[config.mk]
export PLATFORM = sky130hd
export DESIGN_NAME = ppp_wave
export DESIGN_NICKNAME = d
export VERILOG_FILES = /design/src/ppp_pkg.sv /design/src/ppp_wave.sv
export VERILOG_INCLUDE_DIRS = /design/src /design/src/src
export SDC_FILE = /design/constraint.sdc
export NUM_CORES = 1
export LEC_CHECK = 0
export ABC_AREA = 1
export ABC_CLOCK_PERIOD_IN_PS = 3100
export BUFFER_PORTS_ARGS = -buffer_cell sky130_fd_sc_hd__buf_2
export CORE_MARGIN = 2
export CORE_UTILIZATION = 60
export DETAILED_ROUTE_END_ITERATION = 10
export PLACE_DENSITY = 0.8
export REMOVE_ABC_BUFFERS = 1
export SLEW_MARGIN = 20
export SYNTH_ARGS = -nofsm -noshare
export SYNTH_HDL_FRONTEND = slang
export SYNTH_SLANG_ARGS = --single-unit
[constraint.sdc]
create_clock -name clk -period 3.1 [get_ports clk]
set_input_delay 0.465 -clock clk [delete_from_list [all_inputs] [get_ports clk]]
set_output_delay 0.465 -clock clk [all_outputs]
set_load 0.02 [all_outputs]
[src/plasma_pattern_pixel_top_assert.svh]
// Assertion macros shared by the plasma pattern RTL.
`ifndef PLASMA_PATTERN_PIXEL_TOP_ASSERT_SVH
`define PLASMA_PATTERN_PIXEL_TOP_ASSERT_SVH

// Same-cycle implication, checked outside reset.
`define PPP_ASSERT_NOW(lbl, ante, cons, msg) \
  lbl: assert property (@(posedge clk) disable iff (!rst_n) (ante) |-> (cons)) \
    else $error(msg);

// Next-cycle implication, checked outside reset.
`define PPP_ASSERT_NEXT(lbl, ante, cons, msg) \
  lbl: assert property (@(posedge clk) disable iff (!rst_n) (ante) |=> (cons)) \
    else $error(msg);

`endif

[src/ppp_pkg.sv]
// Shared constants, types and the sine threshold table for the plasma pattern block.
`timescale 1ns / 1ps
`default_nettype none

package ppp_pkg;

  // Field widths
  localparam int unsigned COORD_W   = 12;
  localparam int unsigned ANGLE_W   = 12;
  localparam int unsigned LEVEL_W   = 8;
  localparam int unsigned NUM_WAVES = 4;
  localparam int unsigned LIN_WAVES = 3;

  // Image bounds; coordinates at or beyond these give level zero
  localparam int unsigned IMAGE_WIDTH  = 4096;
  localparam int unsigned IMAGE_HEIGHT = 4096;

  // Angle scale factors: 2^16 * 4096 / (2*pi*d)
  localparam int unsigned COEF_W = 24;
  localparam logic [COEF_W-1:0] COEF_DIV7 = 24'd6103261;
  localparam logic [COEF_W-1:0] COEF_DIV5 = 24'd8544566;
  localparam logic [COEF_W-1:0] COEF_DIV6 = 24'd7120472;
  localparam logic [COEF_W-1:0] COEF_DIV4 = 24'd10680707;

  localparam int unsigned LIN_SHIFT  = 16;
  localparam int unsigned LIN_PROD_W = LIN_SHIFT + ANGLE_W;
  localparam int unsigned LIN_MUL_W  = COORD_W + 1 + COEF_W;

  // Radius: floor(sqrt((x^2 + y^2) * 2^(2*ROOT_FRAC)))
  localparam int unsigned SQR_W     = 2 * COORD_W;
  localparam int unsigned SQ_W      = SQR_W + 1;
  localparam int unsigned ROOT_FRAC = 4;
  localparam int unsigned ROOT_W    = (SQ_W + 2 * ROOT_FRAC + 1) / 2;
  localparam int unsigned RAD_W     = 2 * ROOT_W;
  localparam int unsigned REM_W     = ROOT_W + 2;

  localparam int unsigned RAD_SHIFT  = 20;
  localparam int unsigned RAD_PROD_W = RAD_SHIFT + ANGLE_W;
  localparam int unsigned RAD_MUL_W  = ROOT_W + COEF_W;

  // Sine lookup
  localparam int unsigned MAG_W = 7;
  localparam int unsigned IDX_W = ANGLE_W - 1;
  localparam int unsigned THR_N = 1 << MAG_W;
  localparam logic [MAG_W-1:0]   MAG_MAX  = '1;
  localparam logic [IDX_W-1:0]   QUARTER  = IDX_W'(1 << (ANGLE_W - 2));
  localparam logic [LEVEL_W-1:0] WAVE_MID = LEVEL_W'(THR_N - 1);
  localparam int unsigned SUM_W = LEVEL_W + $clog2(NUM_WAVES);

  typedef struct packed {
    logic                                oob;
    logic [LIN_WAVES-1:0][ANGLE_W-1:0]   angle;
  } side_t;

  typedef struct packed {
    logic                                oob;
    logic [NUM_WAVES-1:0][ANGLE_W-1:0]   angle;
  } wave_in_t;

  // Entry m: first quarter-wave index whose magnitude reaches m
  typedef logic [THR_N-1:0][IDX_W-1:0] thr_tab_t;

  localparam logic [63:0] PI_Q40  = 64'h3243F6A8885;
  localparam logic [63:0] ONE_Q31 = 64'h80000000;

  // round(127 * sin(a * 2*pi/4096)) over the first quadrant, Q31 series
  function automatic logic [MAG_W-1:0] quarter_sine(input logic [IDX_W-1:0] a);
    logic [63:0] theta;
    logic [63:0] term;
    logic [63:0] s;
    logic [63:0] prod;
    longint      acc;
    logic [3:0]  n;
    theta = (64'(a) * PI_Q40) >> 20;
    term  = theta;
    acc   = longint'(theta);
    for (n = 4'd1; n <= 4'd8; n++) begin
      term = (term * theta) >> 31;
      term = (term * theta) >> 31;
      case (n)
        4'd1:    term = term / 64'd6;
        4'd2:    term = term / 64'd20;
        4'd3:    term = term / 64'd42;
        4'd4:    term = term / 64'd72;
        4'd5:    term = term / 64'd110;
        4'd6:    term = term / 64'd156;
        4'd7:    term = term / 64'd210;
        default: term = term / 64'd272;
      endcase
      if (n[0]) acc = acc - longint'(term);
      else      acc = acc + longint'(term);
    end
    if (acc < 0) acc = 0;
    s = 64'(acc);
    if (s > ONE_Q31) s = ONE_Q31;
    prod = (s * 64'd127 + (ONE_Q31 >> 1)) >> 31;
    return prod[MAG_W-1:0];
  endfunction

  // Magnitude is monotonic over the quadrant, so store its step points
  function automatic thr_tab_t build_sine_thr();
    thr_tab_t         tab;
    int unsigned      a;
    int unsigned      m;
    logic [MAG_W-1:0] mag;
    tab = '0;
    m   = 1;
    for (a = 0; a <= int'(QUARTER); a++) begin
      mag = quarter_sine(IDX_W'(a));
      while (m <= int'(mag)) begin
        tab[MAG_W'(m)] = IDX_W'(a);
        m++;
      end
    end
    return tab;
  endfunction

  localparam thr_tab_t SINE_THR = build_sine_thr();

endpackage

`default_nettype wire

[src/ppp_wave.sv]
// Four sine lanes: quadrant fold, pipelined threshold search, term output.
`timescale 1ns / 1ps
`default_nettype none
`include "plasma_pattern_pixel_top_assert.svh"

module ppp_wave (
  input  logic                                            clk,
  input  logic                                            rst_n,
  input  logic                                            en,
  input  logic                                            in_vld,
  input  ppp_pkg::wave_in_t                               in_wave,
  output logic                                            out_vld,
  output logic                                            out_oob,
  output logic [ppp_pkg::NUM_WAVES-1:0][ppp_pkg::LEVEL_W-1:0] out_term
);
  import ppp_pkg::*;

  // fold, MAG_W search steps, term
  localparam int unsigned STAGES = MAG_W + 2;

  logic vld_r [STAGES];
  logic oob_r [STAGES];

  logic [IDX_W-1:0]   idx_r  [NUM_WAVES][MAG_W+1];
  logic [MAG_W-1:0]   mag_r  [NUM_WAVES][MAG_W+1];
  logic               neg_r  [NUM_WAVES][MAG_W+1];
  logic [LEVEL_W-1:0] term_r [NUM_WAVES];

  logic [IDX_W-1:0]   idx_nxt  [NUM_WAVES];
  logic [MAG_W-1:0]   cand     [NUM_WAVES][MAG_W+1];
  logic [MAG_W-1:0]   mag_nxt  [NUM_WAVES][MAG_W+1];
  logic [LEVEL_W-1:0] term_nxt [NUM_WAVES];
  logic               ends_bad;

  always_comb begin
    for (int j = 0; j < int'(NUM_WAVES); j++) begin
      // odd quadrants run the quarter wave backward
      if (in_wave.angle[j][ANGLE_W-2])
        idx_nxt[j] = QUARTER - IDX_W'(in_wave.angle[j][ANGLE_W-3:0]);
      else
        idx_nxt[j] = IDX_W'(in_wave.angle[j][ANGLE_W-3:0]);
      cand[j][0]    = '0;
      mag_nxt[j][0] = '0;
      // step s settles magnitude bit MAG_W-s against the step points
      for (int s = 1; s <= int'(MAG_W); s++) begin
        cand[j][s] = mag_r[j][s-1] | (MAG_W'(1) << (MAG_W - s));
        if (SINE_THR[cand[j][s]] <= idx_r[j][s-1])
          mag_nxt[j][s] = cand[j][s];
        else
          mag_nxt[j][s] = mag_r[j][s-1];
      end
      if (neg_r[j][MAG_W])
        term_nxt[j] = WAVE_MID - LEVEL_W'(mag_r[j][MAG_W]);
      else
        term_nxt[j] = WAVE_MID + LEVEL_W'(mag_r[j][MAG_W]);
    end
  end

  always_ff @(posedge clk) begin
    if (!rst_n) begin
      for (int s = 0; s < int'(STAGES); s++) vld_r[s] <= 1'b0;
    end else if (en) begin
      vld_r[0] <= in_vld;
      for (int s = 1; s < int'(STAGES); s++) vld_r[s] <= vld_r[s-1];
    end
  end

  always_ff @(posedge clk) begin
    if (en) begin
      oob_r[0] <= in_wave.oob;
      for (int s = 1; s < int'(STAGES); s++) oob_r[s] <= oob_r[s-1];
      for (int j = 0; j < int'(NUM_WAVES); j++) begin
        idx_r[j][0] <= idx_nxt[j];
        mag_r[j][0] <= mag_nxt[j][0];
        neg_r[j][0] <= in_wave.angle[j][ANGLE_W-1];
        for (int s = 1; s <= int'(MAG_W); s++) begin
          idx_r[j][s] <= idx_r[j][s-1];
          mag_r[j][s] <= mag_nxt[j][s];
          neg_r[j][s] <= neg_r[j][s-1];
        end
        term_r[j] <= term_nxt[j];
      end
    end
  end

  always_comb begin
    for (int j = 0; j < int'(NUM_WAVES); j++) out_term[j] = term_r[j];
  end

  assign out_vld = vld_r[STAGES-1];
  assign out_oob = oob_r[STAGES-1];

  // Zero and the quarter point must land on the ends of the magnitude range
  always_comb begin
    ends_bad = 1'b0;
    for (int j = 0; j < int'(NUM_WAVES); j++) begin
      if ((idx_r[j][MAG_W] == QUARTER) && (mag_r[j][MAG_W] != MAG_MAX)) ends_bad = 1'b1;
      if ((idx_r[j][MAG_W] == '0) && (mag_r[j][MAG_W] != '0)) ends_bad = 1'b1;
    end
  end

  `PPP_ASSERT_NOW(a_wave_ends, vld_r[MAG_W], !ends_bad, "sine search missed an end point")

endmodule

`default_nettype wire

==> results of run 1 <==
through the flow:
step                      total power [mW]  util (%)  hold WS (ns)  setup slack (ns)  instances
after floorplan                      10.11         -        0.4003            0.5097       3219
after global placement               10.85     63.43        0.4002            0.4678       4029
after detailed placement             10.94     63.43        0.4045            0.3892       4029
after CTS                            17.36     66.99      0.001306            0.3695       4130
after global routing                 18.11     67.04      0.009830           0.03950       4133
final                                17.23     67.04       0.03464            0.3646       4133
cell type report:
cell class                 instances  area [sq um]
tap                              672         840.8
clock inverter                    32         327.8
fill                            3922         16500
multi-input combinational       2156         12820
sequential                       502         15070
inverter                         561          2106
clock buffer                      68          1446
timing repair buffer             142         950.9
critical path, cell delays in order (launching register included):
cell	delay (ns)
edfxtp_1	0.53
inv_1	0.21
ha_1	0.29
inv_1	0.08
nand3_1	0.06
nand2_1	0.08
inv_1	0.07
nor2_1	0.13
o22ai_1	0.09
ha_1	0.30
nand2_1	0.05
nor3b_1	0.31
nand3_1	0.12
nand3b_1	0.10
nand2_1	0.05
metal layers:
| layer | vias up | track usage (%) | wire length [um] |
|---|---|---|---|
| met5 | - | 0 | 0 |
| met4 | 0 | 7.772 | 1693 |
| met3 | 135 | 3.237 | 2777 |
| met2 | 615 | 36.04 | 25930 |
| met1 | 9932 | 27.85 | 24440 |
| li1 | 11370 | - | - |
cell families (layout without fill, tap and decap cells):
family / Yosys count / after routing / synth area share [%]
AO/OA/AOI/OAI: 468 / 468 / 8.312
XOR/XNOR: 40 / 40 / 1.153
adder cells (fa/ha/maj): 348 / 348 / 14.33
buffers and inverters: 634 / 803 / 8.180
flip-flops: 502 / 502 / 49.63
AND/OR/NAND/NOR: 1300 / 1300 / 18.40
flip-flops by register name (all words and copies together), names as in the netlist:
name	flops
neg_r	32
term_r	32
oob_r	9
vld_r	9
idx_r	308
mag_r	112
power groups by stage:
stage	combinational (mW)	sequential, mW	clock (mW)
after detailed placement	2.45	8.48	0
after global routing	2.90	8.40	6.81
after global placement	2.39	8.46	0
after CTS	2.48	8.34	6.54
final	2.49	8.34	6.39
after floorplan	1.66	8.46	0
timing repair:
action,CTS,global route
hold endpoints to repair,1,0
setup buffers,0,3
hold buffers,1,0
endpoints found under the setup margin,0,1
cell usage in the layout (no fill, tap or decap), types with 6 or more instances in the layout:
master / n
nand2_1: 643
inv_1: 545
edfxtp_1: 502
ha_1: 348
nand3_1: 277
nor2_1: 239
o21ai_0: 207
a21oi_1: 183
buf_2: 85
clkbuf_16: 56
buf_4: 48
nand4_1: 41
xor2_1: 39
nor3_1: 36
o211ai_1: 25
nand3b_1: 20
clkinv_1: 19
or2_2: 14
nor4_1: 12
clkbuf_1: 12
o22ai_1: 9
inv_2: 9
a31oi_1: 8
a22oi_1: 8
o21a_1: 7
nor3b_1: 7
buf_12: 7
clkinv_2: 6
bufinv_16: 6
worst paths after layout:
check | start | end | cells after the start
min | in_wave[48] | oob_r[0][0] | 1
max | mag_r[0][8] | mag_r[0][0] | 14
max reg2reg | mag_r[0][8] | mag_r[0][0] | 14
min reg2reg | neg_r[0][3] | neg_r[0][2] | 0
==> out/qor.yml, run 1 <==
num-nets-final: 3819
synth_area_sq_um: 30380
routedWlPerCell_um: 13.27
grt.overflow.total: 0
leakagePower_nw: 15.57
area_growth_pct: 10.49
io_pins: 87
setup-violations-final: 0
crit_type: "flip-flop to flip-flop"
slew_headroom_pct: 53.59
hpwl_mm: 39.58
post-route-period-util_pct: 88.24
wirelength_mm: 54.84
ctsResizeCount: 0
cp-start-kind: "flip-flop"
p_sw_share_pct: 25.91
combPwrFrac_pct: 14.5
worstSkewPairLatency_ns: 0.60
yosysUniqueCellTypes: 42
synth_area_leaders: "edfxtp_1 (50%), ha_1 (14%), nand2_1 (7.9%), inv_1 (6.7%), nand3_1 (4.6%)"
p_sw_mw: 4.462
fmax_mhz: 365.6
dieHeight_um: 229.0
seqPwrFrac_pct: 48.4
p_per_area_nw_per_um2: 513.2
yosysTopAreaCellShare_pct: 49.63
cap_viol_max_count: 0
drive_above_1_share_pct: 7.281
finalHoldViolations: 0
via_count: 22050
synth_common_cells: "nand2_1 (643), inv_1 (545), edfxtp_1 (502)"
p_clk_share_pct: 37.1
rows: 82
die_area_sq_um: 52440
coreArea_sq_um: 50070
antenna-diode-count: 0
grtUsageTotal_pct: 21.29
worstPathArrival_ns: 3.09
rrSetupSlack_ns: 0.36
ant_nets: 0
drv_slew: 0
path_clk_slew_ns: 0.06
drt_first_pass_iters: 8
min_period_ns: 2.735
synth-seq-cells: 502
drc: 0
grt_max_degree: 67
synthFlopType: "edfxtp_1"
vias_per_cell: 5.335
syn_inst: 3292
rsz0062_at_grt: "no"
end_kind: "flip-flop"
cts_root_buffer: "clkbuf_16"
final_area_sq_um: 33560
initial_core_util_pct: 60.67
ys_async_sr_fraction_pct: 0
clk_path_buf_depth: 3
setup_tns_ns: 0
yosysWarnings: 0
syn_avg_cell_area_sq_um: 9.227
path_max_fanout: 7
skew_ns: 0.01421
io_buffers: 86
hold_path_class: "primary input to flip-flop"
grt_antenna_before_repair: 0
cts_buffers: 55
die_x_um: 229.0
vdd_drop_max_mv: 0.5095
yosysSeqAreaShare_pct: 49.63
gp_congestion: 0.9568
yosysTopAreaCell: "edfxtp_1"
placed_area_sq_um: 31760
grt_pass1_wl_mm: 94.97
cts.sinks: 502
outcome: "completed"
grt_pass1_vias: 20930
worstPathRequired_ns: 3.45
synth-edff-count: 502
tritoncts: "done"
drtIter0Drc: 1661
worstMarginPinSlew_ns: 0.6954
synth.most_common_cell: "nand2_1"
power.internal_mw: 12.76
cts_max_level: 2
No activity file was read; power rests on OpenSTA's default activity.
==> run 2, diff against run 1 <==
--- a/config.mk
+++ b/config.mk
@@ -6,11 +6,11 @@
 export SDC_FILE = /design/constraint.sdc
 export NUM_CORES = 1
 export LEC_CHECK = 0
-export ABC_AREA = 1
 export ABC_CLOCK_PERIOD_IN_PS = 3100
 export BUFFER_PORTS_ARGS = -buffer_cell sky130_fd_sc_hd__buf_2
 export CORE_MARGIN = 2
 export CORE_UTILIZATION = 60
+export CTS_BUF_LIST = sky130_fd_sc_hd__clkbuf_8 sky130_fd_sc_hd__clkbuf_16
 export DETAILED_ROUTE_END_ITERATION = 10
 export PLACE_DENSITY = 0.8
 export REMOVE_ABC_BUFFERS = 1
==> run 2 against run 1 <==
Power is 2.3% lower. Worst hold slack better by 0.0092 ns. Sequential share of layout area rose by 0.33 points. First-iteration DRC count fell by 9.7%. Sequential power about the same. Via count fell by 6.0%. Routed wire length increased by 6.6%. Maximum frequency decreased by 5.5%. Global-route usage up 1.4 points. Core utilization fell by 0.36 points. Clock power fell by 7.4%. Critical path type unchanged. Critical endpoint is now mag_r[1][0]. Largest power group unchanged.
==> out/qor.yml, run 2 <==
grt.overflow.total: 0  # unchanged
slowest_delay_ns: 0.38  # -0.15 ns
synth_area_leaders: "edfxtp_1 (50%), ha_1 (14%), inv_1 (4.2%), a21oi_1 (3.3%), o21ai_0 (3.0%)"
path_max_fanout: 4  # -3
syn_inst: 2745  # -17%
p_sw_share_pct: 25.97  # +0.060 points
cp-start-kind: "flip-flop"
synth-seq-cells: 502  # unchanged
io_pins: 87  # unchanged
drv_slew: 0  # unchanged
use_met2_pct: 39.81  # +3.8 points
cpMostUsedCell: "a21oi_1"
syn_avg_cell_area_sq_um: 11.02  # +19%
cts_max_level: 2  # unchanged
cpMaxStageDelayCell: "edfxtp_1"
skew_ns: 0.01731  # +0.003098 ns
finalHoldViolations: 0  # unchanged
final_cell_mix: "edfxtp_1 (502), inv_1 (345), ha_1 (340)"
grt_busiest_layer: "met2"
cp_cell_sequence: "inv_1 -> ha_1 -> nor2_1 -> nor3_1 -> o21bai_1 -> a21oi_1 -> a21oi_1 -> ha_1 -> a21oi_1 -> nor2b_1 -> o21ai_0 -> o21ai_0 -> o31ai_1"
path_clk_slew_ns: 0.06  # about the same
worstSkewPairLatency_ns: 0.61  # about the same
p_per_area_nw_per_um2: 505.4  # -1.5%
rsz0062_at_grt: "no"
ant_nets: 0  # unchanged
p_clk_share_pct: 35.1  # -2.0 points
hold_slack_ns: 0.04386  # +0.009215 ns
via_count: 20740  # -6.0%
top_register: "idx_r"
die_x_um: 228.5  # -0.22%
yosysTopAreaCellShare_pct: 49.84  # +0.22 points
yosysTopAreaCell: "edfxtp_1"
worstPathArrival_ns: 3.33  # +0.24 ns
clk_path_buf_depth: 3  # unchanged
met3_usage_pct: 2.819  # -0.42 points
io_buffers: 86  # unchanged
routedWlPerCell_um: 16.43  # +24%
antenna-diode-count: 0  # unchanged
use_met1_pct: 29.10  # +1.3 points
hpwl_mm: 42.06  # +6.3%
area_growth_pct: 10.16
dieHeight_um: 228.5  # -0.22%
rows: 82  # unchanged
yosysWarnings: 0  # unchanged
cts_buffers: 53  # -3.6%
grt_pass1_wl_mm: 99.32  # +4.6%
outcome: "completed"
synth-edff-count: 502  # unchanged
yosysSeqAreaShare_pct: 49.84  # +0.22 points
min_period_ns: 2.895  # +0.1597 ns
n_fill_cell: 3682  # -6.1%
grt_max_degree: 80  # +19%
drive_above_1_share_pct: 10.47  # +3.2 points
setup-violations-final: 0  # unchanged
vdd_drop_max_mv: 0.4437  # -13%
gp_congestion: 0.9188  # -4.0%
cap_viol_max_count: 0  # unchanged
die_area_sq_um: 52220  # -0.43%
worstPathRequired_ns: 3.53  # +0.08 ns
fmax_mhz: 345.4  # -5.5%
num-nets-final: 3247  # -15%
ys_async_sr_fraction_pct: 0  # unchanged
cts_root_buffer: "clkbuf_16"
p_total_mw: 16.84  # -2.3%
p_sw_mw: 4.372  # -2.0%
setup_tns_ns: 0  # unchanged
yosysUniqueCellTypes: 73  # +74%
worstMarginPinSlew_ns: 0.6901  # -0.005217 ns
grt_pass1_vias: 20790  # -0.69%
hold_path_class: "primary input to flip-flop"
post-route-period-util_pct: 93.39  # +5.2 points
cts.sinks: 502  # unchanged
grtUsageTotal_pct: 22.70  # +1.4 points
slew_headroom_pct: 53.99  # +0.40 points
drtIter0Drc: 1500  # -9.7%
power.internal_mw: 12.46  # -2.3%
synth.most_common_cell: "edfxtp_1"
synth_common_cells: "edfxtp_1 (502), ha_1 (348), inv_1 (336)"
final_common_cell: "edfxtp_1"
combPwrFrac_pct: 15.4  # +0.9 points
tritoncts: "done"
end_kind: "flip-flop"
vias_per_cell: 5.830  # +9.3%
initial_core_util_pct: 60.53  # -0.14 points
drc: 0  # unchanged
coreArea_sq_um: 49970  # -0.20%
wirelength_mm: 58.44  # +6.6%
synthFlopType: "edfxtp_1"
top_regs: "idx_r: 308 flops, mag_r: 112 flops"
grt_antenna_before_repair: 0  # unchanged
seqPwrFrac_pct: 49.5  # +1.1 points
largest_reg_flops: 308  # unchanged
drt_first_pass_iters: 8  # unchanged
leakagePower_nw: 14.11  # -9.4%
crit_type: "flip-flop to flip-flop"
synth_area_sq_um: 30240  # -0.44%
==> run 2: layer usage <==
| layer | share of wire [%] | up-vias |
|---|---|---|
| li1 | - | 10220 |
| met1 | 43 | 9859 |
| met2 | 50 | 538 |
| met3 | 4.3 | 125 |
| met4 | 2.8 | 0 |
| met5 | 0 | - |
==> run 2: worst paths after layout <==
check              start          end  slack (ns)  cells after the start
min reg2reg  neg_r[3][3]  neg_r[3][2]        0.42                      0
max          mag_r[1][9]  mag_r[1][0]        0.20                     13
max reg2reg  mag_r[1][9]  mag_r[1][0]        0.20                     13
min          in_wave[11]  neg_r[0][7]        0.04                      1
==> run 2: kinds of logic after synthesis <==
family | Yosys count | synth area share, %
simple gates | 587 | 9.540
mux | 80 | 3.624
xor+xnor | 60 | 1.738
flops | 502 | 49.84
compound gates | 706 | 14.55
fa+ha+maj | 351 | 14.50
buf+inv | 459 | 6.202
==> run 2: stage by stage <==
step	instance area [sq um]	setup slack, ns	util, %	std cells
floorplan	29670	0.07207	-	2632
global placement	31600	0.2264	63.24	3456
detailed placement	31600	0.1224	63.24	3456
CTS	33220	0.1027	66.48	3551
global route	33320	0.004271	66.68	3557
finish	33320	0.2049	66.68	3557
==> run 2: area by class of cell <==
class | instances | area [sq um] | area share (%)
clock buffer | 53 | 1326 | 3.981
clock inverter | 41 | 285.3 | 0.8563
inverter | 346 | 1304 | 3.913
multi-input combinational | 1784 | 13340 | 40.05
sequential | 502 | 15070 | 45.25
tap | 672 | 840.8 | 2.524
timing repair buffer | 159 | 1141 | 3.425
==> run 2: repair_timing <==
action | 4_1_cts | 5_1_grt
resized for setup | 0 | 20
buffers inserted | 0 | 6
hold buffers | 1 | 0
setup endpoints to repair | 0 | 4
hold endpoints to repair | 1 | 0
==> run 2: power by group through the flow <==
stage	clock network, mW	registers, mW	logic, mW
global route	6.33	8.39	2.93
finish	5.92	8.33	2.59
CTS	6.04	8.33	2.57
global placement	0	8.45	2.40
detailed placement	0	8.47	2.54
floorplan	0	8.49	1.61
==> run 2: critical path, delay by kind of cell, from the launching register on <==
kind                       cells  cell delay, ns
AOI/OAI and AO/OA              7            1.04
adders and majority gates      2            0.63
and+or+nand+nor                3            0.48
DFF                            1            0.38
buffers and inverters          1            0.18
==> run 3, diff against run 2 <==
==> constraint.sdc (replaced) <==
create_clock -name clk -period 3.1 [get_ports clk]
set_input_delay 0.62 -clock clk [delete_from_list [all_inputs] [get_ports clk]]
set_output_delay 0.62 -clock clk [all_outputs]
set_load 0.02 [all_outputs]
==> run 3 against run 2 <==
Clock power is 5.9% higher. Sequential share of layout area is 0.14 points lower. Combinational power hardly changed. Largest power group unchanged. Critical path depth stayed put. Non-clock buffer count is 7 higher. First-iteration DRC count is 6.0% lower. Worst setup slack worse by 0.088 ns. Critical endpoint is now mag_r[3][0].
==> out/qor.yml, run 3 (same netlist as run 2, synthesis figures left out) <==
outcome: "completed"
die_area_sq_um: 52220  # unchanged
skew_ns: 0.04480  # +0.02749 ns
initial_core_util_pct: 60.53  # unchanged
drc: 0  # unchanged
rr_worst_depth: 13  # unchanged
ant_nets: 0  # unchanged
worstPathArrival_ns: 3.39  # +0.06 ns
drive_above_1_share_pct: 10.72  # +0.25 points
p_per_area_nw_per_um2: 514.4  # +1.8%
setup.worst_path.end: "mag_r[3][0]"
setup_tns_ns: 0  # unchanged
coreArea_sq_um: 49970  # unchanged
path_clk_slew_ns: 0.06  # about the same
worstPathRequired_ns: 3.51  # -0.02 ns
post-route-period-util_pct: 96.23  # +2.8 points
grt.overflow.total: 0  # unchanged
rows: 82  # unchanged
path_max_fanout: 8  # +4
n_fill_cell: 3644  # -1.0%
drv_slew: 0  # unchanged
clk_path_buf_depth: 3  # unchanged
cts_max_level: 2  # unchanged
setup-violations-final: 0  # unchanged
cp-start-kind: "flip-flop"
gp_congestion: 0.8904  # -3.1%
via_count: 20880  # +0.71%
crit_type: "flip-flop to flip-flop"
num-nets-final: 3253  # +0.18%
slew_headroom_pct: 56.75  # +2.8 points
grt_antenna_before_repair: 0  # unchanged
rsz0062_at_grt: "no"
io_buffers: 86  # unchanged
cts_buffers: 52  # -1.9%
leakagePower_nw: 14.15  # +0.29%
pre_cts_ws_ns: 0.1465  # +0.02410 ns
end_kind: "flip-flop"
min_from: "in_wave[11]"
fin_ws_ns: 0.1169  # -0.08801 ns
worstMarginPinSlew_ns: 0.6488  # -0.04134 ns
startpoint: "mag_r[3][8]"
routedWlPerCell_um: 16.35  # -0.49%
die_x_um: 228.5  # unchanged
grt_max_degree: 67  # -16%
finalHoldViolations: 0  # unchanged
grtUsageTotal_pct: 22.36  # -0.34 points
cts.sinks: 502  # unchanged
hpwl_mm: 41.81  # -0.60%
dp.cells: 3466  # +0.29%
stdcell_count: 3565  # +0.22%
top_register: "idx_r"
area_growth_pct: 10.50
dieHeight_um: 228.5  # unchanged
drt_first_pass_iters: 6  # -2
drtIter0Drc: 1410  # -6.0%
vias_per_cell: 5.858  # +0.48%
holdBufCountCts: 0  # -1
final_common_cell: "edfxtp_1"
reg2reg_from: "mag_r[3][8]"
r2r_end: "mag_r[3][0]"
tritoncts: "done"
top_regs: "idx_r: 308 flops, mag_r: 112 flops"
rrSetupSlack_ns: 0.12  # -0.09 ns
grt_pass1_wl_mm: 97.97  # -1.4%
largest_reg_flops: 308  # unchanged
io_pins: 87  # unchanged
antenna-diode-count: 0  # unchanged
min_period_ns: 2.983  # +0.08801 ns
grt_pass1_vias: 20740  # -0.24%
worstSkewPairLatency_ns: 0.62  # about the same
slowest_delay_ns: 0.42  # +0.04 ns
cp_cell_sequence: "inv_2 -> ha_2 -> inv_1 -> mux2i_1 -> o221ai_1 -> a21boi_0 -> o221ai_1 -> ha_1 -> a21oi_1 -> nor2b_1 -> o21ai_0 -> o21ai_0 -> o31ai_1"
hold_path_class: "primary input to flip-flop"
final_cell_mix: "edfxtp_1 (502), ha_1 (343), inv_1 (342)"
vdd_drop_max_mv: 0.5159  # +16%
cap_viol_max_count: 0  # unchanged
fmax_mhz: 335.2  # -3.0%
wirelength_mm: 58.29  # -0.26%
cts_root_buffer: "clkbuf_16"
cpMaxStageDelayCell: "edfxtp_1"
[run 3: metal layers]
metal	global-route usage [%]	share of wire (%)	vias up
met5	0	0	-
met4	8.211	3.0	0
met3	2.894	4.7	137
met2	39.22	50	580
met1	28.39	43	9932
li1	-	-	10240
[run 3: critical path, delay by kind of cell (launching register included)]
kind                     cells  cell delay [ns]
AND/OR/NAND/NOR              1             0.06
buffers and inverters        2             0.25
multiplexers                 1             0.08
adder cells (fa/ha/maj)      2             0.67
flip-flops                   1             0.42
AO/OA/AOI/OAI                7             1.32
[run 3: power breakdown]
| group | switching, mW | total (mW) | internal, mW | leakage (nW) |
|---|---|---|---|---|
| Clock | 2.65 | 6.27 | 3.61 | 0.856 |
| Combinational | 1.49 | 2.59 | 1.10 | 8.45 |
| Sequential | 0.309 | 8.33 | 8.02 | 4.85 |
| Total | 4.45 | 17.2 | 12.7 | 14.2 |
[run 3: timing repair]
action / 4_1_cts / 5_1_grt
setup endpoints to repair: 0 / 6
buffers inserted: 0 / 4
resized for setup: 0 / 11
endpoints found under the hold margin: 0 / 0
[run 3: through the flow]
| step | utilization, % | power, mW | cell area [sq um] | hold WS [ns] |
|---|---|---|---|---|
| after floorplan | - | 10.10 | 29670 | 0.4003 |
| after global placement | 63.31 | 10.85 | 31640 | 0.4013 |
| after detailed placement | 63.31 | 11.02 | 31640 | 0.4054 |
| after CTS | 66.77 | 17.30 | 33360 | 0.1346 |
| after global routing | 66.88 | 17.98 | 33420 | 0.1490 |
| final | 66.88 | 17.19 | 33420 | 0.1701 |
[run 3: area by class of cell]
cell class                 instances  area [sq um]  share of cell area (%)
sequential                       502         15070                   45.11
multi-input combinational       1784         13320                   39.85
clock buffer                      53          1326                   3.969
inverter                         346          1304                   3.901
timing repair buffer             166          1154                   3.452
tap                              672         840.8                   2.516
clock inverter                    42         400.4                   1.198
[run 3: worst min path at each step]
stage / depth (start not counted) / to / slack [ns]
final: 1 / neg_r[0][7] / 0.17
after global routing: 1 / neg_r[0][7] / 0.15
after CTS: 1 / neg_r[0][7] / 0.13
after floorplan: 0 / idx_r[0][66] / 0.40
after global placement: 0 / idx_r[2][66] / 0.40
after detailed placement: 0 / neg_r[3][4] / 0.41
